**src/hdl/ovn_pkg.sv**
```systemverilog
// shared constants and the lattice hash table for the octave value noise block
// no dependencies
package ovn_pkg;

  localparam int COORD_W = 24;
  localparam int FREQ_W  = 16;
  localparam int OCT_W   = 4;
  localparam int SEED_W  = 8;
  localparam int NOISE_W = 16;
  localparam int POS_W   = 32;   // scaled position, lattice byte in [31:24]
  localparam int FRAC_W  = 16;
  localparam int VAL_W   = 24;   // octave value, Q8.16
  localparam int CFG_W   = 16;
  localparam int CFG_A_W = 2;

  localparam logic [CFG_A_W-1:0] CFG_FREQUENCY = 2'd0;
  localparam logic [CFG_A_W-1:0] CFG_OCTAVES   = 2'd1;
  localparam logic [CFG_A_W-1:0] CFG_SEED      = 2'd2;

  localparam logic [FREQ_W-1:0] FREQ_RESET = 16'd197;
  localparam logic [OCT_W-1:0]  OCT_RESET  = 4'd2;
  localparam logic [SEED_W-1:0] SEED_RESET = 8'd7;

  localparam logic [7:0] PERM_TAB [256] = '{
    8'd208,8'd34,8'd231,8'd213,8'd32,8'd248,8'd233,8'd56,8'd161,8'd78,8'd24,8'd140,
    8'd71,8'd48,8'd140,8'd254,8'd245,8'd255,8'd247,8'd247,8'd40,8'd185,8'd248,8'd251,
    8'd245,8'd28,8'd124,8'd204,8'd204,8'd76,8'd36,8'd1,8'd107,8'd28,8'd234,8'd163,
    8'd202,8'd224,8'd245,8'd128,8'd167,8'd204,8'd9,8'd92,8'd217,8'd54,8'd239,8'd174,
    8'd173,8'd102,8'd193,8'd189,8'd190,8'd121,8'd100,8'd108,8'd167,8'd44,8'd43,8'd77,
    8'd180,8'd204,8'd8,8'd81,8'd70,8'd223,8'd11,8'd38,8'd24,8'd254,8'd210,8'd210,
    8'd177,8'd32,8'd81,8'd195,8'd243,8'd125,8'd8,8'd169,8'd112,8'd32,8'd97,8'd53,
    8'd195,8'd13,8'd203,8'd9,8'd47,8'd104,8'd125,8'd117,8'd114,8'd124,8'd165,8'd203,
    8'd181,8'd235,8'd193,8'd206,8'd70,8'd180,8'd174,8'd0,8'd167,8'd181,8'd41,8'd164,
    8'd30,8'd116,8'd127,8'd198,8'd245,8'd146,8'd87,8'd224,8'd149,8'd206,8'd57,8'd4,
    8'd192,8'd210,8'd65,8'd210,8'd129,8'd240,8'd178,8'd105,8'd228,8'd108,8'd245,8'd148,
    8'd140,8'd40,8'd35,8'd195,8'd38,8'd58,8'd65,8'd207,8'd215,8'd253,8'd65,8'd85,
    8'd208,8'd76,8'd62,8'd3,8'd237,8'd55,8'd89,8'd232,8'd50,8'd217,8'd64,8'd244,
    8'd157,8'd199,8'd121,8'd252,8'd90,8'd17,8'd212,8'd203,8'd149,8'd152,8'd140,8'd187,
    8'd234,8'd177,8'd73,8'd174,8'd193,8'd100,8'd192,8'd143,8'd97,8'd53,8'd145,8'd135,
    8'd19,8'd103,8'd13,8'd90,8'd135,8'd151,8'd199,8'd91,8'd239,8'd247,8'd33,8'd39,
    8'd145,8'd101,8'd120,8'd99,8'd3,8'd186,8'd86,8'd99,8'd41,8'd237,8'd203,8'd111,
    8'd79,8'd220,8'd135,8'd158,8'd42,8'd30,8'd154,8'd120,8'd67,8'd87,8'd167,8'd135,
    8'd176,8'd183,8'd191,8'd253,8'd115,8'd184,8'd21,8'd233,8'd58,8'd129,8'd233,8'd142,
    8'd39,8'd128,8'd211,8'd118,8'd137,8'd139,8'd255,8'd114,8'd20,8'd218,8'd113,8'd154,
    8'd27,8'd127,8'd246,8'd250,8'd1,8'd8,8'd198,8'd250,8'd209,8'd92,8'd222,8'd173,
    8'd21,8'd88,8'd102,8'd219
  };

endpackage

```
**src/hdl/ovn_norm.sv**
```systemverilog
// normalization: divides the octave sum by 256*(2^n-1) with a reciprocal multiply
// depends on ovn_pkg
module ovn_norm
  import ovn_pkg::*;
#(
  parameter int MAX_OCT = 8,
  parameter int NW      = 4,
  parameter int ACC_W   = 32
) (
  input  logic               clk,
  input  logic               rst_n,
  input  logic               en,
  input  logic [NW-1:0]      oct_n,
  input  logic               vld_i,
  input  logic [ACC_W-1:0]   acc_i,
  output logic               vld_o,
  output logic [NOISE_W-1:0] q_o
);

  localparam int XW = ACC_W - 8;
  localparam int K  = XW;
  localparam int RW = K + 1;
  localparam int H  = RW / 2;

  logic [RW-1:0] recip [MAX_OCT+1];
  assign recip[0] = '0;
  for (genvar g = 1; g <= MAX_OCT; g++) begin : g_recip
    localparam logic [63:0] RV = (64'd1 << K) / ((64'd1 << g) - 64'd1);
    assign recip[g] = RV[RW-1:0];
  end

  // stage 1: partial products of the reciprocal multiply
  logic               s1_vld_r;
  logic [XW-1:0]      s1_x_r;
  logic [XW+RW-H-1:0] s1_pph_r;
  logic [XW+H-1:0]    s1_ppl_r;
  logic [XW-1:0]      x;
  logic [RW-1:0]      r_sel;

  assign x     = acc_i[ACC_W-1:8];
  assign r_sel = recip[oct_n];

  always_ff @(posedge clk) begin
    if (!rst_n) begin
      s1_vld_r <= 1'b0;
    end else if (en) begin
      s1_vld_r <= vld_i;
    end
  end

  always_ff @(posedge clk) begin
    if (en) begin
      s1_x_r   <= x;
      s1_pph_r <= (XW+RW-H)'(x) * (XW+RW-H)'(r_sel[RW-1:H]);
      s1_ppl_r <= (XW+H)'(x) * (XW+H)'(r_sel[H-1:0]);
    end
  end

  // stage 2: combine into the quotient estimate
  logic               s2_vld_r;
  logic [XW-1:0]      s2_x_r;
  logic [NOISE_W-1:0] s2_q_r;
  logic [XW+RW-1:0]   prod;

  assign prod = {s1_pph_r, {H{1'b0}}} + (XW+RW)'(s1_ppl_r);

  always_ff @(posedge clk) begin
    if (!rst_n) begin
      s2_vld_r <= 1'b0;
    end else if (en) begin
      s2_vld_r <= s1_vld_r;
    end
  end

  always_ff @(posedge clk) begin
    if (en) begin
      s2_x_r <= s1_x_r;
      s2_q_r <= prod[K+NOISE_W-1:K];
    end
  end

  // stage 3: estimate is low by at most one, one compare fixes it
  logic               s3_vld_r;
  logic [NOISE_W-1:0] s3_q_r;
  logic [XW-1:0]      qd, rem, dv;

  assign dv  = (XW'(1) << oct_n) - XW'(1);
  assign qd  = (XW'(s2_q_r) << oct_n) - XW'(s2_q_r);
  assign rem = s2_x_r - qd;

  always_ff @(posedge clk) begin
    if (!rst_n) begin
      s3_vld_r <= 1'b0;
    end else if (en) begin
      s3_vld_r <= s2_vld_r;
    end
  end

  always_ff @(posedge clk) begin
    if (en) begin
      s3_q_r <= (rem >= dv) ? s2_q_r + NOISE_W'(1) : s2_q_r;
    end
  end

  assign vld_o = s3_vld_r;
  assign q_o   = s3_q_r;

endmodule
```
**config.mk**
```make
export PLATFORM = sky130hd
export DESIGN_NAME = ovn_norm
export DESIGN_NICKNAME = d
export VERILOG_FILES = /design/src/hdl/ovn_pkg.sv /design/src/hdl/ovn_norm.sv
export SDC_FILE = /design/constraint.sdc
export NUM_CORES = 1
export LEC_CHECK = 0
export BUFFER_PORTS_ARGS = -buffer_cell sky130_fd_sc_hd__buf_4
export CORE_MARGIN = 1.5
export CORE_UTILIZATION = 30
export CTS_CLUSTER_DIAMETER = 120
export DETAILED_ROUTE_END_ITERATION = 16
export GPL_ROUTABILITY_DRIVEN = 0
export PLACE_DENSITY_LB_ADDON = 0.05
export SYNTH_ARGS = -nofsm -noshare
export SYNTH_HDL_FRONTEND = slang
export SYNTH_SLANG_ARGS = --single-unit
```
**constraint.sdc**
```tcl
create_clock -name clk -period 6.8 [get_ports clk]
set_input_delay 0.34 -clock clk [delete_from_list [all_inputs] [get_ports clk]]
set_output_delay 0.34 -clock clk [all_outputs]
set_load 0.05 [all_outputs]
```
# Yosys cells after proc, flatten, opt, wreduce, memory -nomap -nowiden
# Memories as Yosys holds them, arrays and structs flattened.
# Index checks and enable logic that the tools add are counted.
# Widths: inputs -> output; s select.
dict set report totals {
  input_bits 40
  romBits 400
  ff_bits 147
  memories 1
  output_inout_bits 17
}
# memory depth width read_ports rd_clocked_by_memory_dff wr line
set mem_list {}
lappend mem_list {{(no name shown)} 16 25 1 0 0 ovn_norm.sv:41} ;# assign r_sel = recip[oct_n];
dict set report op_classes {
  order_cmp 2
  bitwise_logic 1
  n_shift 2
  n_addsub 5
  mul 2
  n_mux 3
}
# op count
set ops {}
lappend ops {{$mux 25} 2}
lappend ops {{$add 40x36->40} 1}
lappend ops {{$mul 24x12->36} 1}
lappend ops {{$mul 24x13->28} 1}
lappend ops {{$ge 24x24->1} 1}
lappend ops {{$shl 1x4->24 const A} 1}
lappend ops {{$shl 16x4->24} 1}
lappend ops {{$sub 24x16->24} 1}
lappend ops {{$sub 24x2->24 const B} 1}
lappend ops {{$sub 24x24->24} 1}
lappend ops {{$add 16x1->16 const B} 1}
lappend ops {{$mux 16} 1}
lappend ops {{$ge 5x5->1 const B} 1}
lappend ops {{$not 4->5} 1}

# Logic depth before layout (Yosys ltp)
dict set report logic_depth {
  ltp_word 5
  ltp_mapped 30
  mapped_depth_nobuf 27
}

# Least setup slack after synthesis
# No wires, ideal clock.
dict set report synth_timing {
  path_kind {input port to flip-flop}
  start {input oct_n[3]}
  end {register s1_pph_r[27], data pin}
  n_path_buf 3
  arrival_ns 5.763
  slack_ns 0.775
  stages 23
  t_required_ns 6.539
  path_cell_list {nor2_1 and3_1 clkbuf_1 clkbuf_1 clkbuf_1 nand2_1 fa_1 inv_1 fa_1 fa_1 fa_1 inv_1 fa_1 inv_1 ha_1 and2_4 and3_4 a221o_1 a221oi_2 a21boi_2 o21ai_2 o41ai_4 xnor2_1}
}
dict set report synth_via {
  elab_chain_len 5
}
# item line
set synth_lines {}
lappend synth_lines {{from (decl)} ovn_norm.sv:13} ;# input logic [NW-1:0] oct_n,
lappend synth_lines {{$not 4->5 (implied by the code)} ovn_norm.sv:41}
lappend synth_lines {{$mem_v2 16x25} n/a}
lappend synth_lines {{$mux 25 (implied by the code) (2 in series)} ovn_norm.sv:41}
lappend synth_lines {{$mul 24x13->28} ovn_norm.sv:54} ;# s1_pph_r <= (XW+RW-H)'(x) * (XW+RW-H)'(r_sel[RW-1:H]);
lappend synth_lines {{to (signal assigned)} ovn_norm.sv:54}
lappend synth_lines {{to (decl)} ovn_norm.sv:35} ;# logic [XW+RW-H-1:0] s1_pph_r;
# No other way between the ends. The select of a mux whose other input is x is not followed.
# A chain may end at the register's enable or synchronous reset.

# Worst setup path in the final report
dict set report layout_timing {
  start {register s2_q_r[4]}
  end {register s3_q_r[15] (netlist: q_o[15]), data pin}
}
dict set report layout_via {
  elab_chain_len 5
  elab_cells_between_ends 6
  classes_between {3 x add/sub; 1 x order compare; 1 x shift; 1 x mux}
}
# item line
set layout_lines {}
lappend layout_lines {{from (decl)} ovn_norm.sv:62} ;# logic [NOISE_W-1:0] s2_q_r;
lappend layout_lines {{from (signal assigned)} ovn_norm.sv:78} ;# s2_q_r <= prod[K+NOISE_W-1:K];
lappend layout_lines {{$shl 16x4->24} ovn_norm.sv:88} ;# assign qd = (XW'(s2_q_r) << oct_n) - XW'(s2_q_r);
lappend layout_lines {{$sub 24x16->24} ovn_norm.sv:88}
lappend layout_lines {{$sub 24x24->24} ovn_norm.sv:89} ;# assign rem = s2_x_r - qd;
lappend layout_lines {{$ge 24x24->1} ovn_norm.sv:101} ;# s3_q_r <= (rem >= dv) ? s2_q_r + NOISE_W'(1) : s2_q_r;
lappend layout_lines {{$mux 16 *} ovn_norm.sv:101}
lappend layout_lines {{to (signal assigned)} ovn_norm.sv:101}
lappend layout_lines {{to (decl)} ovn_norm.sv:84} ;# logic [NOISE_W-1:0] s3_q_r;
# Every way passes the cells marked *; elsewhere a longest branch is shown, timed or not.

==> results.yml <==
outcome:
  status: "completed"
clocking:
  clk_latency_ns: 0.44
  cts_root_buf: "clkbuf_16"
  cts_inserted_buffers: 17
  clk_pin_slew_worst_paths_ns: 0.07
  cts-resized-gates: 0
  post-cts-setup-buffers: 0
  h-tree-depth: 4
  cts_buffer_depth: 2
  cts_tree: "done"
  cts_hold_buffers: 0
  clock_sinks: 135
logic_synthesis:
  syn_inst: 2484
  syn_area_sq_um: 23200
  synth_seq_cells: 135
  syn_area_per_cell_sq_um: 9.33
  async_flop_share_pct: 0
  synth-edff-count: 132
  synth.distinct_cells: 83
  synth_seq_area_share_pct: 17.4
  yosysWarnings: 0
  synth-main-ff-cell: "edfxtp_1"
critical_path:
  crit_required_ns: 6.98
  path_class: "flop to flop"
  ff2ff_path_depth: 26
  regToRegSetupSlack_ns: 0.47
  critical_path.startpoint_type: "flop"
  crit_path_max_fanout: 11
  arrival_ns: 6.51
  cp-end-kind: "flop"
sta:
  fmax_mhz: 158
  rsz0062_at_grt: "no"
  fin_skew_ns: 0.0110
  min_period_ns: 6.33
  fin_crit_sh_pct: 93.0
  maxSlewViolCount: 0
  setup_viol: 0
  max-slew-margin-rel_pct: 37.5
  tns_ns: 0
  max_slew.worst_pin.slew_ns: 0.937
  hold_viol_final: 0
detailed_routing:
  routedWlPerCell_microns: 18.6
  firstDrtPassIters: 5
  drt-total-wl_microns: 67800
  viasPerCell: 4.49
  antenna_left: 0
  drtIter0Drc: 867
  drc_errors: 0
  num_vias: 16333
grt:
  track_usage_pct: 18.0
  grt_pass1_vias: 17750
  grt-ovfl-total: 0
  grt_start_max_net_pins: 70
  antenna_found_initial: 5
  grt_pass1_wl_microns: 106000
die:
  io_pins: 57
  die_w_microns: 281
  core-area_sq_um: 76200
  start_util_pct: 30.4
  fp-row-count: 101
  die_h_microns: 281
  dieArea_sq_um: 79000
final_layout:
  syn_to_final_growth_pct: 12.5
  drive_above_1_share_pct: 9.41
  final_cell_mix: "inv_1 (607), ha_1 (319), fa_1 (311), nand2_1 (169), and2_1 (167)"
  nNetsFinal: 3260
  fin_util_pct: 34.2
  final_common_cell: "inv_1"
min_path:
  hold_depth: 2
  hold_class: "input pin to flop"
power_and_ir_drop:
  vdd_ir_drop_max_uv: 148
  total_power_mw: 7.70
  power.density_nw_per_um2: 295
  p_leak_nw: 13.4
run:
  maxCapViolations: 0
placement:
  port_buffers: 48
  post-dp-hpwl_microns: 57800
-- final timing paths --
| path | start | endpoint |
|---|---|---|
| worst max-delay path | s2_q_r[4] | q_o[15] |
| worst min-delay path | rst_n | s1_vld_r |
| worst max register to register | s2_q_r[4] | q_o[15] |
| worst min register to register | s1_x_r[10] | s2_x_r[10] |
-- cell families after synthesis --
family                   count (synthesis)  synth area share [%]
multiplexers                            22                 0.977
buffers and inverters                  687                  11.2
flip-flops                             135                  17.4
XOR/XNOR                               104                  3.93
other                                    1                0.0162
AND/OR/NAND/NOR                        609                  13.5
AO/OA/AOI/OAI                          296                  9.00
adder cells (fa/ha/maj)                630                  44.1
-- cells in the mapped netlist (all sizes together), types with 3 or more instances --
master   number  area (sq um)
a2111oi       8          95.1
a211o         4          35.0
a211oi       17           140
a21boi        4          33.8
a21o         32           240
a21oi        87           447
a22oi         5          37.5
a31oi        10          62.6
and2        169          1060
and3         39           249
buf          11          57.6
clkbuf       66           248
dfxtp         3          60.1
edfxtp      132          3960
fa          311          6230
ha          319          3990
inv         609          2290
mux2          5          56.3
mux2i        17           170
nand2       170           646
nand2b       22           138
nand3        25           130
nand4         8          50.1
nor2         90           338
nor2b        34           213
nor3         26           130
o2111ai       5          61.3
o211ai        9          67.6
o21a         19           143
o21ai        52           268
o21bai        8          60.1
o22ai         3          18.8
o311ai        5          58.8
o31a          3          26.3
o31ai         8          78.8
o41ai         3          52.6
or2          19           119
or3           3          18.8
xnor2        80           701
xor2         24           210
-- metrics by stage --
stage,hold WS [ns],cells,setup slack [ns],area [sq um]
2_1_floorplan,0.400,2488,0.775,23200
3_3_place_gp,0.407,3601,0.142,25500
3_5_place_dp,0.405,3601,0.0989,25500
4_1_cts,0.112,3633,0.435,26100
5_1_grt,0.120,3633,0.0573,26100
6_report,0.137,3637,0.475,26100
-- layer usage --
| metal | wire, microns | track usage, % | part of all wire (%) |
|---|---|---|---|
| met1 | 33000 | 25.2 | 49 |
| met2 | 31600 | 29.7 | 47 |
| met3 | 2480 | 2.36 | 3.7 |
| met4 | 759 | 3.31 | 1.1 |
| met5 | 0 | 0 | 0 |
-- flip-flops by register name, summed over array words and instances, names as in the netlist --
| name | cells |
|---|---|
| s2_vld_r | 1 |
| vld_o | 1 |
| s1_pph_r | 28 |
| s1_ppl_r | 24 |
| q_o | 16 |
| s1_x_r | 24 |
| s2_x_r | 24 |
| s2_q_r | 16 |
| s1_vld_r | 1 |
-- final cells by class --
cell class / instances / area, sq um
diodes: 4 / 10.0
clock buffers: 17 / 425
clock inverters: 15 / 160
fillers: 7954 / 50100
inverters: 610 / 2290
multi-input cells: 1666 / 16600
flip-flops and latches: 135 / 4020
well taps: 1030 / 1290
repair buffers: 160 / 1280
-- worst max-delay path, stage by stage, from the launching register on --
cell	delay, ns
edfxtp_1	0.42
inv_1	0.24
o21ai_0	0.16
o21ai_0	0.33
o32a_1	0.30
nor2_1	0.09
fa_1	0.50
inv_1	0.04
ha_1	0.33
nor3_1	0.27
nor3_1	0.13
a221o_1	0.43
a21oi_1	0.31
o21ai_1	0.12
o21a_1	0.18
nor2_1	0.11
xnor2_1	0.09
ha_1	0.30
nand4_1	0.11
nor2_1	0.12
o21ai_0	0.18
a211oi_1	0.27
buf_4	0.17
o31ai_4	0.12
a2111oi_0	0.49
buf_4	0.19
xnor2_1	0.06
-- power by group --
group	total, mW	switching [mW]	internal (mW)	leakage, nW
Clock	0.925	0.405	0.520	0.283
Sequential	1.42	0.136	1.28	1.31
Combinational	5.35	3.09	2.27	11.8
No activity file was read; power rests on OpenSTA's default activity.
